### config.mk
export PLATFORM = sky130hd
export DESIGN_NAME = rfid_serial_frame_decoder_unit_flat
export DESIGN_NICKNAME = d
export VERILOG_FILES = /design/src/rtl/rsfd_pkg.sv /design/src/rtl/rsfd_channels.sv /design/src/rtl/rfid_serial_frame_decoder_unit.sv /design/src/rtl/rsfd_frame_dec.sv /design/src/flat_wrapper.sv
export SDC_FILE = /design/constraint.sdc
export NUM_CORES = 1
export LEC_CHECK = 0
export BUFFER_PORTS_ARGS = -buffer_cell sky130_fd_sc_hd__buf_4
export CORE_MARGIN = 5
export CORE_UTILIZATION = 60
export DETAILED_ROUTE_END_ITERATION = 16
export PLACE_DENSITY_LB_ADDON = 0.2
export RECOVER_POWER = 50
export SYNTH_ARGS = -nofsm -noshare
export SYNTH_HDL_FRONTEND = slang
export SYNTH_SLANG_ARGS = --single-unit
### constraint.sdc
create_clock -name clk -period 4.95 [get_ports clk]
set_clock_uncertainty 0.05 [all_clocks]
set_input_delay 0.99 -clock clk [delete_from_list [all_inputs] [get_ports clk]]
set_output_delay 0.99 -clock clk [all_outputs]
set_load 0.03 [all_outputs]
### src/rtl/rsfd_pkg.sv
// Package for the RFID serial frame decoder: widths, codes, reset values,
// the control structs between the top level and the frame decoder, and the
// hex digit helper. Depends on nothing.
`default_nettype none

package rsfd_pkg;

    localparam int MAX_FRAME = 16;
    localparam int FRAME_AW  = $clog2(MAX_FRAME);
    localparam int CNT_W     = $clog2(MAX_FRAME + 1);

    localparam int BYTE_W    = 8;
    localparam int ID_W      = 64;
    localparam int KIND_W    = 2;
    localparam int WINDOW_W  = 20;
    localparam int ELAPSED_W = 21;
    localparam int REG_IDX_W = 2;
    localparam int PADDR_W   = 4;
    localparam int PDATA_W   = 32;

    // Input command codes.
    localparam logic CMD_BYTE = 1'b0;
    localparam logic CMD_TICK = 1'b1;

    // Register indexes.
    localparam logic [REG_IDX_W-1:0] REG_START_BYTE = 2'd0;
    localparam logic [REG_IDX_W-1:0] REG_END_BYTE   = 2'd1;
    localparam logic [REG_IDX_W-1:0] REG_WINDOW_MS  = 2'd2;

    // Register reset values.
    localparam logic [BYTE_W-1:0]   START_BYTE_RST = 8'd2;
    localparam logic [BYTE_W-1:0]   END_BYTE_RST   = 8'd3;
    localparam logic [WINDOW_W-1:0] WINDOW_MS_RST  = 20'd3000;

    // Frame kinds reported with a tag.
    localparam logic [KIND_W-1:0] KIND_BINARY    = 2'd0;
    localparam logic [KIND_W-1:0] KIND_ASCII_HEX = 2'd1;
    localparam logic [KIND_W-1:0] KIND_ASCII_RAW = 2'd2;

    localparam logic [BYTE_W-1:0] ASCII_TYPE = 8'd2;

    // Frame geometry.
    localparam logic [CNT_W-1:0] MIN_BIN_LEN     = CNT_W'(3);
    localparam logic [CNT_W-1:0] ASCII_RAW_LEN   = CNT_W'(11);
    localparam logic [CNT_W-1:0] ASCII_HEX_LEN   = CNT_W'(12);
    localparam logic [CNT_W-1:0] ASCII_ID_DIGITS = CNT_W'(10);
    localparam logic [BYTE_W-1:0] BIN_LEN_BIAS   = 8'd2;

    typedef struct packed {
        logic [BYTE_W-1:0] start_byte;
        logic [BYTE_W-1:0] end_byte;
    } rsfd_cfg_t;

    typedef struct packed {
        logic              valid;
        logic [BYTE_W-1:0] data;
    } rsfd_byte_req_t;

    typedef struct packed {
        logic              busy;
        logic              done;
        logic [ID_W-1:0]   tag_id;
        logic [BYTE_W-1:0] tag_type;
        logic [KIND_W-1:0] frame_kind;
    } rsfd_dec_stat_t;

    // Digit value of an ASCII hex character; other characters wrap mod 256.
    function automatic logic [3:0] hex_nibble(input logic [BYTE_W-1:0] c);
        logic [BYTE_W-1:0] v;
        v = c - 8'd48;
        if (v > 8'd9)
        begin
            v = v - 8'd7;
        end
        return v[3:0];
    endfunction

endpackage

`default_nettype wire

### src/rtl/rsfd_channels.sv
// Valid/ready stream interfaces for the input and result channels of the
// RFID serial frame decoder. No dependencies.
`default_nettype none

interface rsfd_in_if;
    logic       valid;
    logic       ready;
    logic       command;
    logic [7:0] data_byte;

    modport source (output valid, output command, output data_byte, input ready);
    modport sink   (input valid, input command, input data_byte, output ready);
endinterface

interface rsfd_out_if;
    logic        valid;
    logic        ready;
    logic [63:0] tag_id;
    logic [7:0]  tag_type;
    logic [1:0]  frame_kind;

    modport source (output valid, output tag_id, output tag_type, output frame_kind,
                    input ready);
    modport sink   (input valid, input tag_id, input tag_type, input frame_kind,
                    output ready);
endinterface

`default_nettype wire

### src/rtl/rfid_serial_frame_decoder_unit.sv
// Top level of the RFID serial frame decoder: APB register file, millisecond
// counter, repeat filter and result register. Uses rsfd_pkg, rsfd_channels,
// rsfd_frame_dec.
//
//   Channel   Direction  Handshake            Payload
//   in_ch     sink       valid/ready          command, data_byte
//   out_ch    source     valid/ready          tag_id, tag_type, frame_kind
//   APB       slave      psel/penable/pready  paddr[3:0], pwdata, prdata
//
// An end byte that closes a frame of at least three bytes starts a walk over
// the frame store, one byte per cycle through its single read port, then a
// check state and a done state that holds the tag until it is taken. The
// input is not ready during the walk.
// A decoded tag waits in the decoder while the result register still holds an
// earlier tag; a new request is taken while a finished result waits.
// Reset (rst_n, asynchronous, active low) restores the register defaults and
// clears the frame count, the last reported ID and the millisecond counter.
`default_nettype none

module rfid_serial_frame_decoder_unit (
    input  logic                          clk,
    input  logic                          rst_n,
    input  logic                          psel,
    input  logic                          penable,
    input  logic                          pwrite,
    input  logic [rsfd_pkg::PADDR_W-1:0]  paddr,
    input  logic [rsfd_pkg::PDATA_W-1:0]  pwdata,
    output logic [rsfd_pkg::PDATA_W-1:0]  prdata,
    output logic                          pready,
    rsfd_in_if.sink                       in_ch,
    rsfd_out_if.source                    out_ch
);
    import rsfd_pkg::*;

    // Configuration registers.
    logic [BYTE_W-1:0]    start_reg;
    logic [BYTE_W-1:0]    end_reg;
    logic [WINDOW_W-1:0]  window_reg;

    // Repeat filter state.
    logic [ID_W-1:0]      prev_id_reg;
    logic [ELAPSED_W-1:0] elapsed_reg;

    // Result register.
    logic                 out_valid_reg;
    logic [ID_W-1:0]      tag_id_reg;
    logic [BYTE_W-1:0]    tag_type_reg;
    logic [KIND_W-1:0]    frame_kind_reg;

    logic [REG_IDX_W-1:0] reg_idx;
    logic                 apb_wr;
    logic                 in_take;
    logic                 tick;
    logic                 out_free;
    logic                 emit;
    logic                 out_load;
    logic                 dec_ack;

    rsfd_cfg_t      dec_cfg;
    rsfd_byte_req_t dec_req;
    rsfd_dec_stat_t dec_stat;

    // APB: pready is tied high, so every access completes in its access cycle.
    assign reg_idx = paddr[PADDR_W-1:2];
    assign apb_wr  = psel && penable && pwrite;
    assign pready  = 1'b1;

    always_comb
    begin
        unique case (reg_idx)
            REG_START_BYTE: prdata = PDATA_W'(start_reg);
            REG_END_BYTE:   prdata = PDATA_W'(end_reg);
            REG_WINDOW_MS:  prdata = PDATA_W'(window_reg);
            default:        prdata = '0;
        endcase
    end

    // Input side: requests are refused only while the decoder walks or checks a
    // frame or holds a tag for the result register.
    assign in_ch.ready  = !dec_stat.busy;
    assign in_take      = in_ch.valid && in_ch.ready;
    assign tick         = in_take && (in_ch.command == CMD_TICK);
    assign dec_req.valid = in_take && (in_ch.command == CMD_BYTE);
    assign dec_req.data  = in_ch.data_byte;
    assign dec_cfg.start_byte = start_reg;
    assign dec_cfg.end_byte   = end_reg;

    // A good tag is reported when it differs from the last one, or when the
    // repeat window has run out since the last report.
    assign emit     = (elapsed_reg > ELAPSED_W'(window_reg)) || (dec_stat.tag_id != prev_id_reg);
    assign out_free = !out_valid_reg || out_ch.ready;
    assign out_load = dec_stat.done && emit && out_free;
    assign dec_ack  = dec_stat.done && (!emit || out_free);

    rsfd_frame_dec u_frame_dec (
        .clk   (clk),
        .rst_n (rst_n),
        .cfg   (dec_cfg),
        .req   (dec_req),
        .ack   (dec_ack),
        .stat  (dec_stat)
    );

    always_ff @(posedge clk or negedge rst_n)
    begin
        if (!rst_n)
        begin
            start_reg     <= START_BYTE_RST;
            end_reg       <= END_BYTE_RST;
            window_reg    <= WINDOW_MS_RST;
            prev_id_reg   <= '0;
            elapsed_reg   <= '0;
            out_valid_reg <= 1'b0;
        end
        else
        begin
            if (apb_wr)
            begin
                unique case (reg_idx)
                    REG_START_BYTE: start_reg  <= pwdata[BYTE_W-1:0];
                    REG_END_BYTE:   end_reg    <= pwdata[BYTE_W-1:0];
                    REG_WINDOW_MS:  window_reg <= pwdata[WINDOW_W-1:0];
                    default:        ;
                endcase
            end

            // Ticks and reports never meet: ticks are refused during a decode.
            if (out_load)
            begin
                prev_id_reg <= dec_stat.tag_id;
                elapsed_reg <= '0;
            end
            else if (tick && (elapsed_reg != '1))
            begin
                elapsed_reg <= elapsed_reg + ELAPSED_W'(1);
            end

            if (out_load)
            begin
                out_valid_reg <= 1'b1;
            end
            else if (out_ch.ready)
            begin
                out_valid_reg <= 1'b0;
            end
        end
    end

    always_ff @(posedge clk)
    begin
        if (out_load)
        begin
            tag_id_reg     <= dec_stat.tag_id;
            tag_type_reg   <= dec_stat.tag_type;
            frame_kind_reg <= dec_stat.frame_kind;
        end
    end

    assign out_ch.valid      = out_valid_reg;
    assign out_ch.tag_id     = tag_id_reg;
    assign out_ch.tag_type   = tag_type_reg;
    assign out_ch.frame_kind = frame_kind_reg;

    a_report_updates: assert property (@(posedge clk) disable iff (!rst_n)
        out_load |=> (prev_id_reg == tag_id_reg) && (elapsed_reg == '0) && out_valid_reg)
        else $error("report did not update the repeat filter");

    a_tag_waits: assert property (@(posedge clk) disable iff (!rst_n)
        (dec_stat.done && emit && out_valid_reg && !out_ch.ready) |=> dec_stat.done)
        else $error("tag released while the result register was full");

    a_no_tick_in_decode: assert property (@(posedge clk) disable iff (!rst_n)
        dec_stat.busy |-> !tick)
        else $error("tick counted during a decode");

endmodule

`default_nettype wire

### src/rtl/rsfd_frame_dec.sv
// Frame buffer and decode sequencer: stores frame bytes in a small memory and
// walks them through an ID shift register and an XOR checksum. Uses rsfd_pkg.
`default_nettype none

module rsfd_frame_dec (
    input  logic                   clk,
    input  logic                   rst_n,
    input  rsfd_pkg::rsfd_cfg_t      cfg,
    input  rsfd_pkg::rsfd_byte_req_t req,
    input  logic                   ack,
    output rsfd_pkg::rsfd_dec_stat_t stat
);
    import rsfd_pkg::*;

    typedef enum logic [1:0] {ST_IDLE, ST_WALK, ST_CHECK, ST_DONE} dec_state_t;

    dec_state_t        state_reg;
    logic [CNT_W-1:0]  cnt_reg;
    logic              ovf_reg;
    logic [CNT_W-1:0]  len_reg;
    logic [CNT_W-1:0]  issue_reg;
    logic [CNT_W-1:0]  proc_reg;
    logic              rd_vld_reg;
    logic [BYTE_W-1:0] rd_data_reg;
    logic              bin_reg;
    logic [BYTE_W-1:0] sum_reg;
    logic [BYTE_W-1:0] got_reg;
    logic [BYTE_W-1:0] type_reg;
    logic [ID_W-1:0]   id_reg;

    logic [BYTE_W-1:0] frame_mem [MAX_FRAME];

    logic              is_start;
    logic              is_end;
    logic              wr_en;
    logic [3:0]        nib;
    logic              last_byte;
    logic              bin_first;
    logic              ascii_len;
    logic              len_hex;
    logic [BYTE_W-1:0] ascii_sum;

    assign is_start  = (req.data == cfg.start_byte) && (cnt_reg != CNT_W'(1));
    assign is_end    = (req.data == cfg.end_byte);
    assign wr_en     = req.valid && (state_reg == ST_IDLE) && !is_start && !is_end
                       && (cnt_reg < CNT_W'(MAX_FRAME));
    assign nib       = hex_nibble(rd_data_reg);
    assign last_byte = (proc_reg == (len_reg - CNT_W'(1)));
    assign bin_first = (rd_data_reg == (BYTE_W'(len_reg) + BIN_LEN_BIAS));
    assign len_hex   = (len_reg == ASCII_HEX_LEN);
    assign ascii_len = len_hex || (len_reg == ASCII_RAW_LEN);
    assign ascii_sum = id_reg[39:32] ^ id_reg[31:24] ^ id_reg[23:16]
                     ^ id_reg[15:8] ^ id_reg[7:0];

    // Frame store: one write port while buffering, one registered read port
    // for the walk.
    always_ff @(posedge clk)
    begin
        if (wr_en)
        begin
            frame_mem[cnt_reg[FRAME_AW-1:0]] <= req.data;
        end
        rd_data_reg <= frame_mem[issue_reg[FRAME_AW-1:0]];
    end

    always_ff @(posedge clk or negedge rst_n)
    begin
        if (!rst_n)
        begin
            state_reg  <= ST_IDLE;
            cnt_reg    <= '0;
            ovf_reg    <= 1'b0;
            len_reg    <= '0;
            issue_reg  <= '0;
            proc_reg   <= '0;
            rd_vld_reg <= 1'b0;
            bin_reg    <= 1'b0;
        end
        else
        begin
            unique case (state_reg)
                ST_IDLE:
                begin
                    if (req.valid)
                    begin
                        priority if (is_start)
                        begin
                            cnt_reg <= '0;
                            ovf_reg <= 1'b0;
                        end
                        else if (!is_end)
                        begin
                            if (cnt_reg < CNT_W'(MAX_FRAME))
                            begin
                                cnt_reg <= cnt_reg + CNT_W'(1);
                            end
                            else
                            begin
                                ovf_reg <= 1'b1;
                            end
                        end
                        else
                        begin
                            cnt_reg <= '0;
                            ovf_reg <= 1'b0;
                            if (!ovf_reg && (cnt_reg >= MIN_BIN_LEN))
                            begin
                                len_reg    <= cnt_reg;
                                issue_reg  <= '0;
                                proc_reg   <= '0;
                                rd_vld_reg <= 1'b0;
                                state_reg  <= ST_WALK;
                            end
                        end
                    end
                end
                ST_WALK:
                begin
                    issue_reg  <= issue_reg + CNT_W'(1);
                    rd_vld_reg <= 1'b1;
                    if (rd_vld_reg)
                    begin
                        proc_reg <= proc_reg + CNT_W'(1);
                        priority if (proc_reg == '0)
                        begin
                            // The first byte decides between binary and ASCII.
                            bin_reg <= bin_first;
                            sum_reg <= rd_data_reg;
                            id_reg  <= bin_first ? '0 : ID_W'(nib);
                            if (!bin_first && !ascii_len)
                            begin
                                state_reg <= ST_IDLE;
                            end
                        end
                        else if (bin_reg)
                        begin
                            if (last_byte)
                            begin
                                got_reg   <= rd_data_reg;
                                state_reg <= ST_CHECK;
                            end
                            else
                            begin
                                sum_reg <= sum_reg ^ rd_data_reg;
                                if (proc_reg == CNT_W'(1))
                                begin
                                    type_reg <= rd_data_reg;
                                end
                                else
                                begin
                                    id_reg <= {id_reg[ID_W-BYTE_W-1:0], rd_data_reg};
                                end
                            end
                        end
                        else if (proc_reg < ASCII_ID_DIGITS)
                        begin
                            id_reg <= {id_reg[ID_W-5:0], nib};
                        end
                        else if (!len_hex)
                        begin
                            got_reg   <= rd_data_reg;
                            state_reg <= ST_CHECK;
                        end
                        else
                        begin
                            got_reg <= {got_reg[3:0], nib};
                            if (last_byte)
                            begin
                                state_reg <= ST_CHECK;
                            end
                        end
                    end
                end
                ST_CHECK:
                begin
                    if ((bin_reg ? sum_reg : ascii_sum) == got_reg)
                    begin
                        state_reg <= ST_DONE;
                    end
                    else
                    begin
                        state_reg <= ST_IDLE;
                    end
                end
                ST_DONE:
                begin
                    if (ack)
                    begin
                        state_reg <= ST_IDLE;
                    end
                end
            endcase
        end
    end

    always_comb
    begin
        stat.busy       = (state_reg != ST_IDLE);
        stat.done       = (state_reg == ST_DONE);
        stat.tag_id     = id_reg;
        stat.tag_type   = bin_reg ? type_reg : ASCII_TYPE;
        stat.frame_kind = bin_reg ? KIND_BINARY : (len_hex ? KIND_ASCII_HEX : KIND_ASCII_RAW);
    end

    a_cnt_bound: assert property (@(posedge clk) disable iff (!rst_n)
        cnt_reg <= CNT_W'(MAX_FRAME))
        else $error("frame byte count above buffer depth");

    a_req_idle: assert property (@(posedge clk) disable iff (!rst_n)
        req.valid |-> (state_reg == ST_IDLE))
        else $error("byte request while a decode is running");

    a_walk_range: assert property (@(posedge clk) disable iff (!rst_n)
        (state_reg == ST_WALK && rd_vld_reg) |-> (proc_reg < len_reg))
        else $error("walk ran past the frame length");

    a_done_hold: assert property (@(posedge clk) disable iff (!rst_n)
        (state_reg == ST_DONE && !ack) |=> (state_reg == ST_DONE))
        else $error("decoded tag dropped before acknowledge");

endmodule

`default_nettype wire
### src/flat_wrapper.sv
// flat-port wrapper written by rule: the top's interface ports become plain ports
module rfid_serial_frame_decoder_unit_flat import rsfd_pkg::*;
  (clk, rst_n, psel, penable, pwrite, paddr, pwdata, prdata, pready, in_ch_valid, in_ch_command, in_ch_data_byte, in_ch_ready, out_ch_valid, out_ch_tag_id, out_ch_tag_type, out_ch_frame_kind, out_ch_ready);
  rsfd_in_if in_ch_i ();
  rsfd_out_if out_ch_i ();
  input  logic clk;
  input  logic rst_n;
  input  logic psel;
  input  logic penable;
  input  logic pwrite;
  input  logic [rsfd_pkg::PADDR_W-1:0] paddr;
  input  logic [rsfd_pkg::PDATA_W-1:0] pwdata;
  output logic [rsfd_pkg::PDATA_W-1:0] prdata;
  output logic pready;
  input wire logic [$bits(in_ch_i.valid)-1:0] in_ch_valid;
  input wire logic [$bits(in_ch_i.command)-1:0] in_ch_command;
  input wire logic [$bits(in_ch_i.data_byte)-1:0] in_ch_data_byte;
  output wire logic [$bits(in_ch_i.ready)-1:0] in_ch_ready;
  output wire logic [$bits(out_ch_i.valid)-1:0] out_ch_valid;
  output wire logic [$bits(out_ch_i.tag_id)-1:0] out_ch_tag_id;
  output wire logic [$bits(out_ch_i.tag_type)-1:0] out_ch_tag_type;
  output wire logic [$bits(out_ch_i.frame_kind)-1:0] out_ch_frame_kind;
  input wire logic [$bits(out_ch_i.ready)-1:0] out_ch_ready;
  assign in_ch_i.valid = in_ch_valid;
  assign in_ch_i.command = in_ch_command;
  assign in_ch_i.data_byte = in_ch_data_byte;
  assign in_ch_ready = in_ch_i.ready;
  assign out_ch_valid = out_ch_i.valid;
  assign out_ch_tag_id = out_ch_i.tag_id;
  assign out_ch_tag_type = out_ch_i.tag_type;
  assign out_ch_frame_kind = out_ch_i.frame_kind;
  assign out_ch_i.ready = out_ch_ready;
  rfid_serial_frame_decoder_unit u_core (.clk(clk), .rst_n(rst_n), .psel(psel), .penable(penable), .pwrite(pwrite), .paddr(paddr), .pwdata(pwdata), .prdata(prdata), .pready(pready), .in_ch(in_ch_i), .out_ch(out_ch_i));
endmodule
* Word-level counts from Yosys, hierarchy flattened
Memories as Yosys holds them, arrays and structs flattened. A register that Yosys moved wholly into a read port is not among the register bits.
Index checks and enable logic that the tools add are counted.
** Cells by class
- $lt $le $gt $ge :: 5
- Bitwise gates (word level) :: 9
- Equality and inequality tests :: 30
- Muxes and demuxes :: 55
- Reductions and logical operators :: 52
- $add $sub $neg :: 8
** Operator list (number)
- $mux W64 :: 5
- $mux W8 :: 8
- $ne A64 B64 Y1 :: 1
- $pmux W20 S3 :: 1
- $mux W21 :: 2
- $mux W5 :: 8
- $xor A8 B8 Y8 :: 5
- $mux W2 :: 14
- $eq A8 B8 Y1 :: 3
- $add A21 B1 Y21 const B :: 1
- $gt A21 B20 Y1 :: 1
- $ne A21 B21 Y1 const B :: 1
- $pmux W5 S2 :: 2
- $reduce_and A6 Y1 :: 3
- $logic_and A1 B1 Y1 :: 16
- $add A5 B1 Y5 const B :: 3
- $reduce_and A5 Y1 :: 3
- $mux W1 :: 11
- $eq A5 B4 Y1 const B :: 2
- $ne A2 B2 Y1 const B :: 5
- $reduce_bool A2 Y1 :: 5
- $ne A3 B3 Y1 const B :: 3
- $reduce_and A3 Y1 :: 3
- $eq A8 B6 Y1 :: 1
- other kinds (28) :: 52
** Word-level totals
- Memories :: 1
- Memory bits (writable) :: 128
- Bits in registers :: 309
- Input port bits :: 52
- Output and inout port bits :: 109
- Logic and storage cells :: 181
** Memory list
- u_core.u_frame_dec.frame_mem :: depth 16, width 8, read ports 1, clocked after memory_dff 1, wr ports 1, line rsfd_frame_dec.sv:31 : logic [BYTE_W-1:0] frame_mem [MAX_FRAME];

* Depth between registers and ports, before layout
- Depth in word-level cells :: 10
- Depth in mapped cells :: 12
- Gate-level depth less buffers :: 9

* By module
A second synthesis with hierarchy kept.
** Second synthesis, totals
- Cell total of the unflattened synthesis :: 1412
- Area total of the unflattened synthesis :: 19959.1 um^2
** Modules (own cells, without submodules)
- rsfd_frame_dec :: cells an instance 768, seq. area each 7247.0 um^2, instances 1, area each 11359.6 um^2
- rfid_serial_frame_decoder_unit :: cells an instance 644, seq. area each 5287.6 um^2, instances 1, area each 8599.5 um^2

* Worst setup path before layout
Ideal clock, no wire load.
- Path kind :: flip-flop to flip-flop
- From :: register u_core.u_frame_dec.len_reg[2]
- To :: register u_core.u_frame_dec.id_reg[0], enable pin
- Period minus slack after synthesis :: 4.559 ns
- Path slack :: 0.391 ns
- Path buffers :: 0
- Data required time :: 4.414 ns
- Arrival :: 4.023 ns
- Library setup time :: 0.486 ns
- Cell stages (with the launch flop) :: 9
- Cell sequence :: dfrtp_1 > inv_1 > ha_1 > a21boi_0 > xnor2_1 > nor3_1 > a21oi_1 > a21oi_1 > nor2_1
** On the way
- Longest elaborated chain between the ends :: 4
** Ends and longest elaborated chain
- start: declaration :: line rsfd_frame_dec.sv:20 : logic [CNT_W-1:0] len_reg;
- start signal: assignment :: line rsfd_frame_dec.sv:108 : len_reg <= cnt_reg;
- $sub A5 B1 Y5 :: line rsfd_frame_dec.sv:48 : assign last_byte = (proc_reg == (len_reg - CNT_W'(1)));
- $eq A5 B5 Y1 :: line rsfd_frame_dec.sv:48
- $ne A3 B2 Y1 (no line)
- $reduce_and A6 Y1 (no line)
- end signal: assignment :: line rsfd_frame_dec.sv:129 : id_reg <= bin_first ? '0 : ID_W'(nib);
- end signal: assignment :: line rsfd_frame_dec.sv:151 : id_reg <= {id_reg[ID_W-BYTE_W-1:0], rd_data_reg};
- end signal: assignment :: line rsfd_frame_dec.sv:157 : id_reg <= {id_reg[ID_W-5:0], nib};
- end: declaration :: line rsfd_frame_dec.sv:29 : logic [ID_W-1:0] id_reg;
No other way between the ends.
A chain may end at the register's enable or synchronous reset.

* Worst setup path in the final report
- From :: input port paddr[2] (netlist bit)
- To :: output port prdata[5] (netlist bit)
** On the way
- Longest elaborated chain between the ends :: 2
- Elaborated cells between the ends (all ways) :: 4
- Those cells by class :: eq/ne (2); mux (1); reduce/logical (1)
** Ends and longest elaborated chain
- start: declaration :: line flat_wrapper.sv:11 : input logic [rsfd_pkg::PADDR_W-1:0] paddr;
- $eq A2 B2 Y1, or another cell as far along :: line rfid_serial_frame_decoder_unit.sv:70 : unique case (reg_idx)
- $pmux W20 S3 (*) :: line rfid_serial_frame_decoder_unit.sv:70
- end: declaration :: line flat_wrapper.sv:13 : output logic [rsfd_pkg::PDATA_W-1:0] prdata;
Every way passes the cells marked *; elsewhere a longest branch is shown, timed or not.

==> results by stage <==
Finish:
- The register with the most flip-flops in the layout has 128 of them.
- The net count of the finished layout is 1638.
- The utilization after layout is 69.0%.
- The post-layout instance area is 0.0226 mm2.
- The number of fill cells in the layout is 2370.
- The layout overhead on the synthesized area is 13.2%.
- The fraction of final layout cells sized beyond drive strength 1 is 17.5%.
- The number of antenna diodes in the final layout is 0.
- The final standard cell count with taps included and fillers excluded is 2028.

Clock tree:
- After clock tree synthesis, the clock-pin slew on the worst setup and hold paths is 0.06 ns.
- The number of buffers created by CTS is 45.
- The number of post-CTS setup repair buffers is 0.
- Once the clock tree was built, the resizer swapped 0 gates to a different size.
- The count of hold-fix buffers inserted at cts is 0.
- The buffer cell driving the clock tree root is sky130_fd_sc_hd__clkbuf_16.
- The H-tree generated during clock tree synthesis spans 2 levels.
- TritonCTS built the clock tree.
- Clock latency on the worst-skew pair, taken at its later pin, is 0.55 ns.
- Counting along the longest clock path gives a buffer depth of 3.
- The clock sink total is 444.

Status:
- The flow ran to the end, but the final reports show violations.
- The final reports fail on capacitance limit, slew limit.

Floorplanning:
- The row count is 66.
- The floorplan die height is 192 um.
- The core area is 0.0327 mm2.
- The I/O pin total is 161.
- The die boundary width is 192 um.
- The initial utilization of the core area, before any placement, comes to 61.0%.
- The area of the die is 0.0370 mm2.

Synth:
- The top cell type's share of synthesized area is 43.7%.
- The synthesized area is 0.0199 mm2.
- A synthesized cell averages 14.1 um2.
- Summing the areas of all xor and xnor instances in the mapped netlist gives 7.31% of the synthesized area.
- Among all flip-flop cells after synthesis, the most frequent one is sky130_fd_sc_hd__edfxtp_1.
- Synthesis instantiated 59 different standard cells from the library.
- The Yosys warning count is 0.
- The largest area contributor in the synthesized netlist is sky130_fd_sc_hd__edfxtp_1.
- The sequential share of the synthesized area is 62.9%.
- The portion of synthesized area spent on multiplexers is 13.3%.
- Yosys attributes the largest share of cell area to sky130_fd_sc_hd__edfxtp_1 44%, sky130_fd_sc_hd__dfrtp_1 17%, sky130_fd_sc_hd__xnor2_1 5.3%, sky130_fd_sc_hd__mux4_2 4.5%, sky130_fd_sc_hd__mux2_2 4.1%.
- The post-synthesis share of cell area spent on and, or, nand and nor gates is 8.38%.
- The gate count of the mapped netlist is 1410.
- The fraction of registers with async set or reset after synthesis is 32.9%.
- After Yosys synthesis, full adders, half adders and majority gates account for 2.32% of the synthesized area.
- By area, the combinational part of the netlist is dominated by multiplexers.
- Yosys mapped a number of flops with a built-in enable equal to 290.
- The count of state elements after synthesis is 444.
- Summing the areas of all compound-gate instances in the mapped netlist gives 3.31% of the synthesized area.

Setup path:
- The maximum fanout encountered on the critical timing path is 20.
- The largest single stage delay on the critical path is 1.00 ns.
- The required time of the worst setup path is 3.91 ns.
- Among cell families on the critical path, the largest total delay comes from simple AND/OR/NAND/NOR gates.
- The worst setup path is launched from an input port.
- On the critical path, the stage with the largest delay is an instance of sky130_fd_sc_hd__nor2b_1.
- For the worst setup path, the data arrival time is 2.84 ns.
- Traced cell by cell, the critical path runs through clkbuf_1 > nor2b_1 > nand2_1 > o21ai_0 > buf_4.
- The buffering stage count on the worst path with inverters included is 2.
- The worst setup path is captured at an output pin.
- The critical path is of the input port to output pin type.

STA:
- The clock period minus worst slack is 3.88 ns.
- In the finished design, the share of the clock period the worst path needs comes to 78.4%.
- Setup repair after global routing left no endpoint under its margin.
- Setup violations remaining at the end of the flow were counted as 0.
- The number of hold violations in the final report is 0.
- The actual transition at the worst max-transition pin is 2.92 ns.
- In the final timing run, aggregate negative setup slack is 0 ns.
- The worst pin sits at a relative slew slack of -94.4%.
- The number of slew-limit violations in the final report is 61.
- Static timing analysis puts the maximum clock frequency at 258 MHz.

Placement:
- The final weighted congestion in routability-driven placement is 0.829.
- The detailed placement HPWL is 27.9 mm.
- The cell area after placement is 0.0214 mm2.
- Input and output buffers added on the ports amount to 133.
- The placed instance count is 1944.

GRT:
- The number of antenna violations at the first check in global routing came to 0.
- The largest net degree at the start of global routing is 136.
- The number of global-route vias before repair was 11800.
- The overflow left after global routing is 0.
- The overall routing resource usage is 23.2%.
- The first global-routing pass estimated 66.8 mm of wire.

Job:
- The number of violations of the max-capacitance limit is 1.

Worst hold path:
- The type of the most critical hold path is input port to async pin.

Route:
- The number of detailed-route iterations in the first pass is 5.
- In the routed design, unresolved DRC markers number 0.
- Dividing the detail-routed via count by the number of cells gives 5.79.
- The final wirelength is 42.2 mm.
- For this block, the initial DRC count from the detailed router was 855.
- After detailed routing, the average wire length per cell comes to 20.8 um.
- The total number of vias is 11700.
- In this run the remaining antenna-violating nets after routing total 0.

Power and ir drop:
- The maximum vdd drop is 0.000333 V.
- Summing internal, switching and leakage power gives 0.0110 W.
- The static leakage power is 8.08 nW.
- The power per cell area is 488 mW/mm2.
## cells in the mapped netlist, types with 3 or more instances
cell / n
sky130_fd_sc_hd__a211oi_1: 5
sky130_fd_sc_hd__a21o_1: 5
sky130_fd_sc_hd__a21oi_1: 24
sky130_fd_sc_hd__and2_1: 26
sky130_fd_sc_hd__and3_1: 5
sky130_fd_sc_hd__and4_1: 3
sky130_fd_sc_hd__buf_1: 5
sky130_fd_sc_hd__buf_2: 11
sky130_fd_sc_hd__buf_4: 14
sky130_fd_sc_hd__buf_6: 3
sky130_fd_sc_hd__clkbuf_1: 35
sky130_fd_sc_hd__dfrtp_1: 136
sky130_fd_sc_hd__dfstp_2: 10
sky130_fd_sc_hd__dfxtp_1: 8
sky130_fd_sc_hd__edfxtp_1: 290
sky130_fd_sc_hd__ha_1: 37
sky130_fd_sc_hd__inv_1: 40
sky130_fd_sc_hd__mux2_1: 7
sky130_fd_sc_hd__mux2_2: 72
sky130_fd_sc_hd__mux2_4: 10
sky130_fd_sc_hd__mux2i_1: 71
sky130_fd_sc_hd__mux4_2: 40
sky130_fd_sc_hd__nand2_1: 92
sky130_fd_sc_hd__nand2b_1: 9
sky130_fd_sc_hd__nand3_1: 14
sky130_fd_sc_hd__nand4_1: 37
sky130_fd_sc_hd__nor2_1: 113
sky130_fd_sc_hd__nor2b_1: 6
sky130_fd_sc_hd__nor3_1: 17
sky130_fd_sc_hd__nor4_1: 13
sky130_fd_sc_hd__o211ai_1: 4
sky130_fd_sc_hd__o21ai_0: 55
sky130_fd_sc_hd__o31ai_1: 3
sky130_fd_sc_hd__or2_2: 4
sky130_fd_sc_hd__xnor2_1: 120
sky130_fd_sc_hd__xnor3_1: 6
sky130_fd_sc_hd__xor2_1: 31
## cell type report
class	instances	area, um2	area share (%)
Clock inverter	26	269	1.19
Timing Repair Buffer	149	808	3.58
Sequential cell	444	12500	55.5
Tap cell	442	553	2.45
Clock buffer	58	1290	5.70
Multi-Input combinational cell	869	6970	30.9
Inverter	40	150	0.665
## through the flow
step           hold WS [ns]  setup WS, ns
2_1_floorplan         0.356         0.391
3_3_place_gp          0.434          1.19
3_5_place_dp          0.438          1.08
4_1_cts               0.324          1.36
5_1_grt               0.344         0.774
6_report              0.323          1.07
## layout by cell type, fill, tap and decap left out, types with 14 or more instances in the layout
| cell | n |
|---|---|
| sky130_fd_sc_hd__nor2_1 | 112 |
| sky130_fd_sc_hd__nor3_1 | 17 |
| sky130_fd_sc_hd__ha_1 | 37 |
| sky130_fd_sc_hd__mux2_2 | 72 |
| sky130_fd_sc_hd__and2_1 | 21 |
| sky130_fd_sc_hd__o21ai_0 | 55 |
| sky130_fd_sc_hd__clkbuf_1 | 90 |
| sky130_fd_sc_hd__nand2_1 | 92 |
| sky130_fd_sc_hd__edfxtp_1 | 290 |
| sky130_fd_sc_hd__mux4_2 | 40 |
| sky130_fd_sc_hd__dfrtp_1 | 134 |
| sky130_fd_sc_hd__xor2_1 | 31 |
| sky130_fd_sc_hd__inv_1 | 40 |
| sky130_fd_sc_hd__clkbuf_16 | 46 |
| sky130_fd_sc_hd__nand4_1 | 37 |
| sky130_fd_sc_hd__mux2i_1 | 71 |
| sky130_fd_sc_hd__xnor2_1 | 120 |
| sky130_fd_sc_hd__buf_4 | 60 |
| sky130_fd_sc_hd__nand3_1 | 14 |
| sky130_fd_sc_hd__a21oi_1 | 24 |
## logic make-up (layout without fill, tap and decap cells)
| kind of cell | after synthesis | count (layout) |
|---|---|---|
| AOI/OAI and AO/OA | 113 | 113 |
| muxes | 200 | 200 |
| buffers and inverters | 108 | 273 |
| and+or+nand+nor | 349 | 349 |
| adders and majority gates | 37 | 37 |
| xor gates and xnor gates | 157 | 157 |
| DFF | 444 | 444 |
| other | 2 | 13 |
## layer usage
metal,GRT usage (%),wire (um),vias to the layer above
met5,0,0,-
met4,6.86,1130,0
met3,3.47,2520,77
met2,37.9,20600,372
met1,32.8,17900,5910
li1,-,-,5377
## power by group
group,leakage [nW],switching (W),internal (W)
clock network,0.757,0.00143,0.00206
registers,4.32,0.000633,0.00457
logic,3.00,0.00114,0.00119
total,8.08,0.00320,0.00782
## path summary, 6_finish.rpt
check	cells past startpoint	slack [ns]	end	from
max reg2reg	6	1.10	u_core.u_frame_dec.id_reg[60]	u_core.u_frame_dec.proc_reg[1]
min in group clk	0	0.45	u_core.out_ch.tag_id[63]	u_core.u_frame_dec.id_reg[63]
min reg2reg	0	0.45	u_core.out_ch.tag_id[63]	u_core.u_frame_dec.id_reg[63]
min	1	0.32	u_core.prev_id_reg[0]	rst_n
max	5	1.07	prdata[5]	paddr[2]
max in group asynchronous	2	3.38	u_core.start_reg[4]	rst_n
## worst register-to-register path, stage by stage (launching register included)
cell	delay, ns
sky130_fd_sc_hd__dfrtp_1	0.44
sky130_fd_sc_hd__inv_1	0.12
sky130_fd_sc_hd__ha_1	0.14
sky130_fd_sc_hd__nand2_1	0.07
sky130_fd_sc_hd__nor2_1	0.32
sky130_fd_sc_hd__clkbuf_1	2.10
sky130_fd_sc_hd__nor2_1	0.24
(Power assumes the default switching activity.)
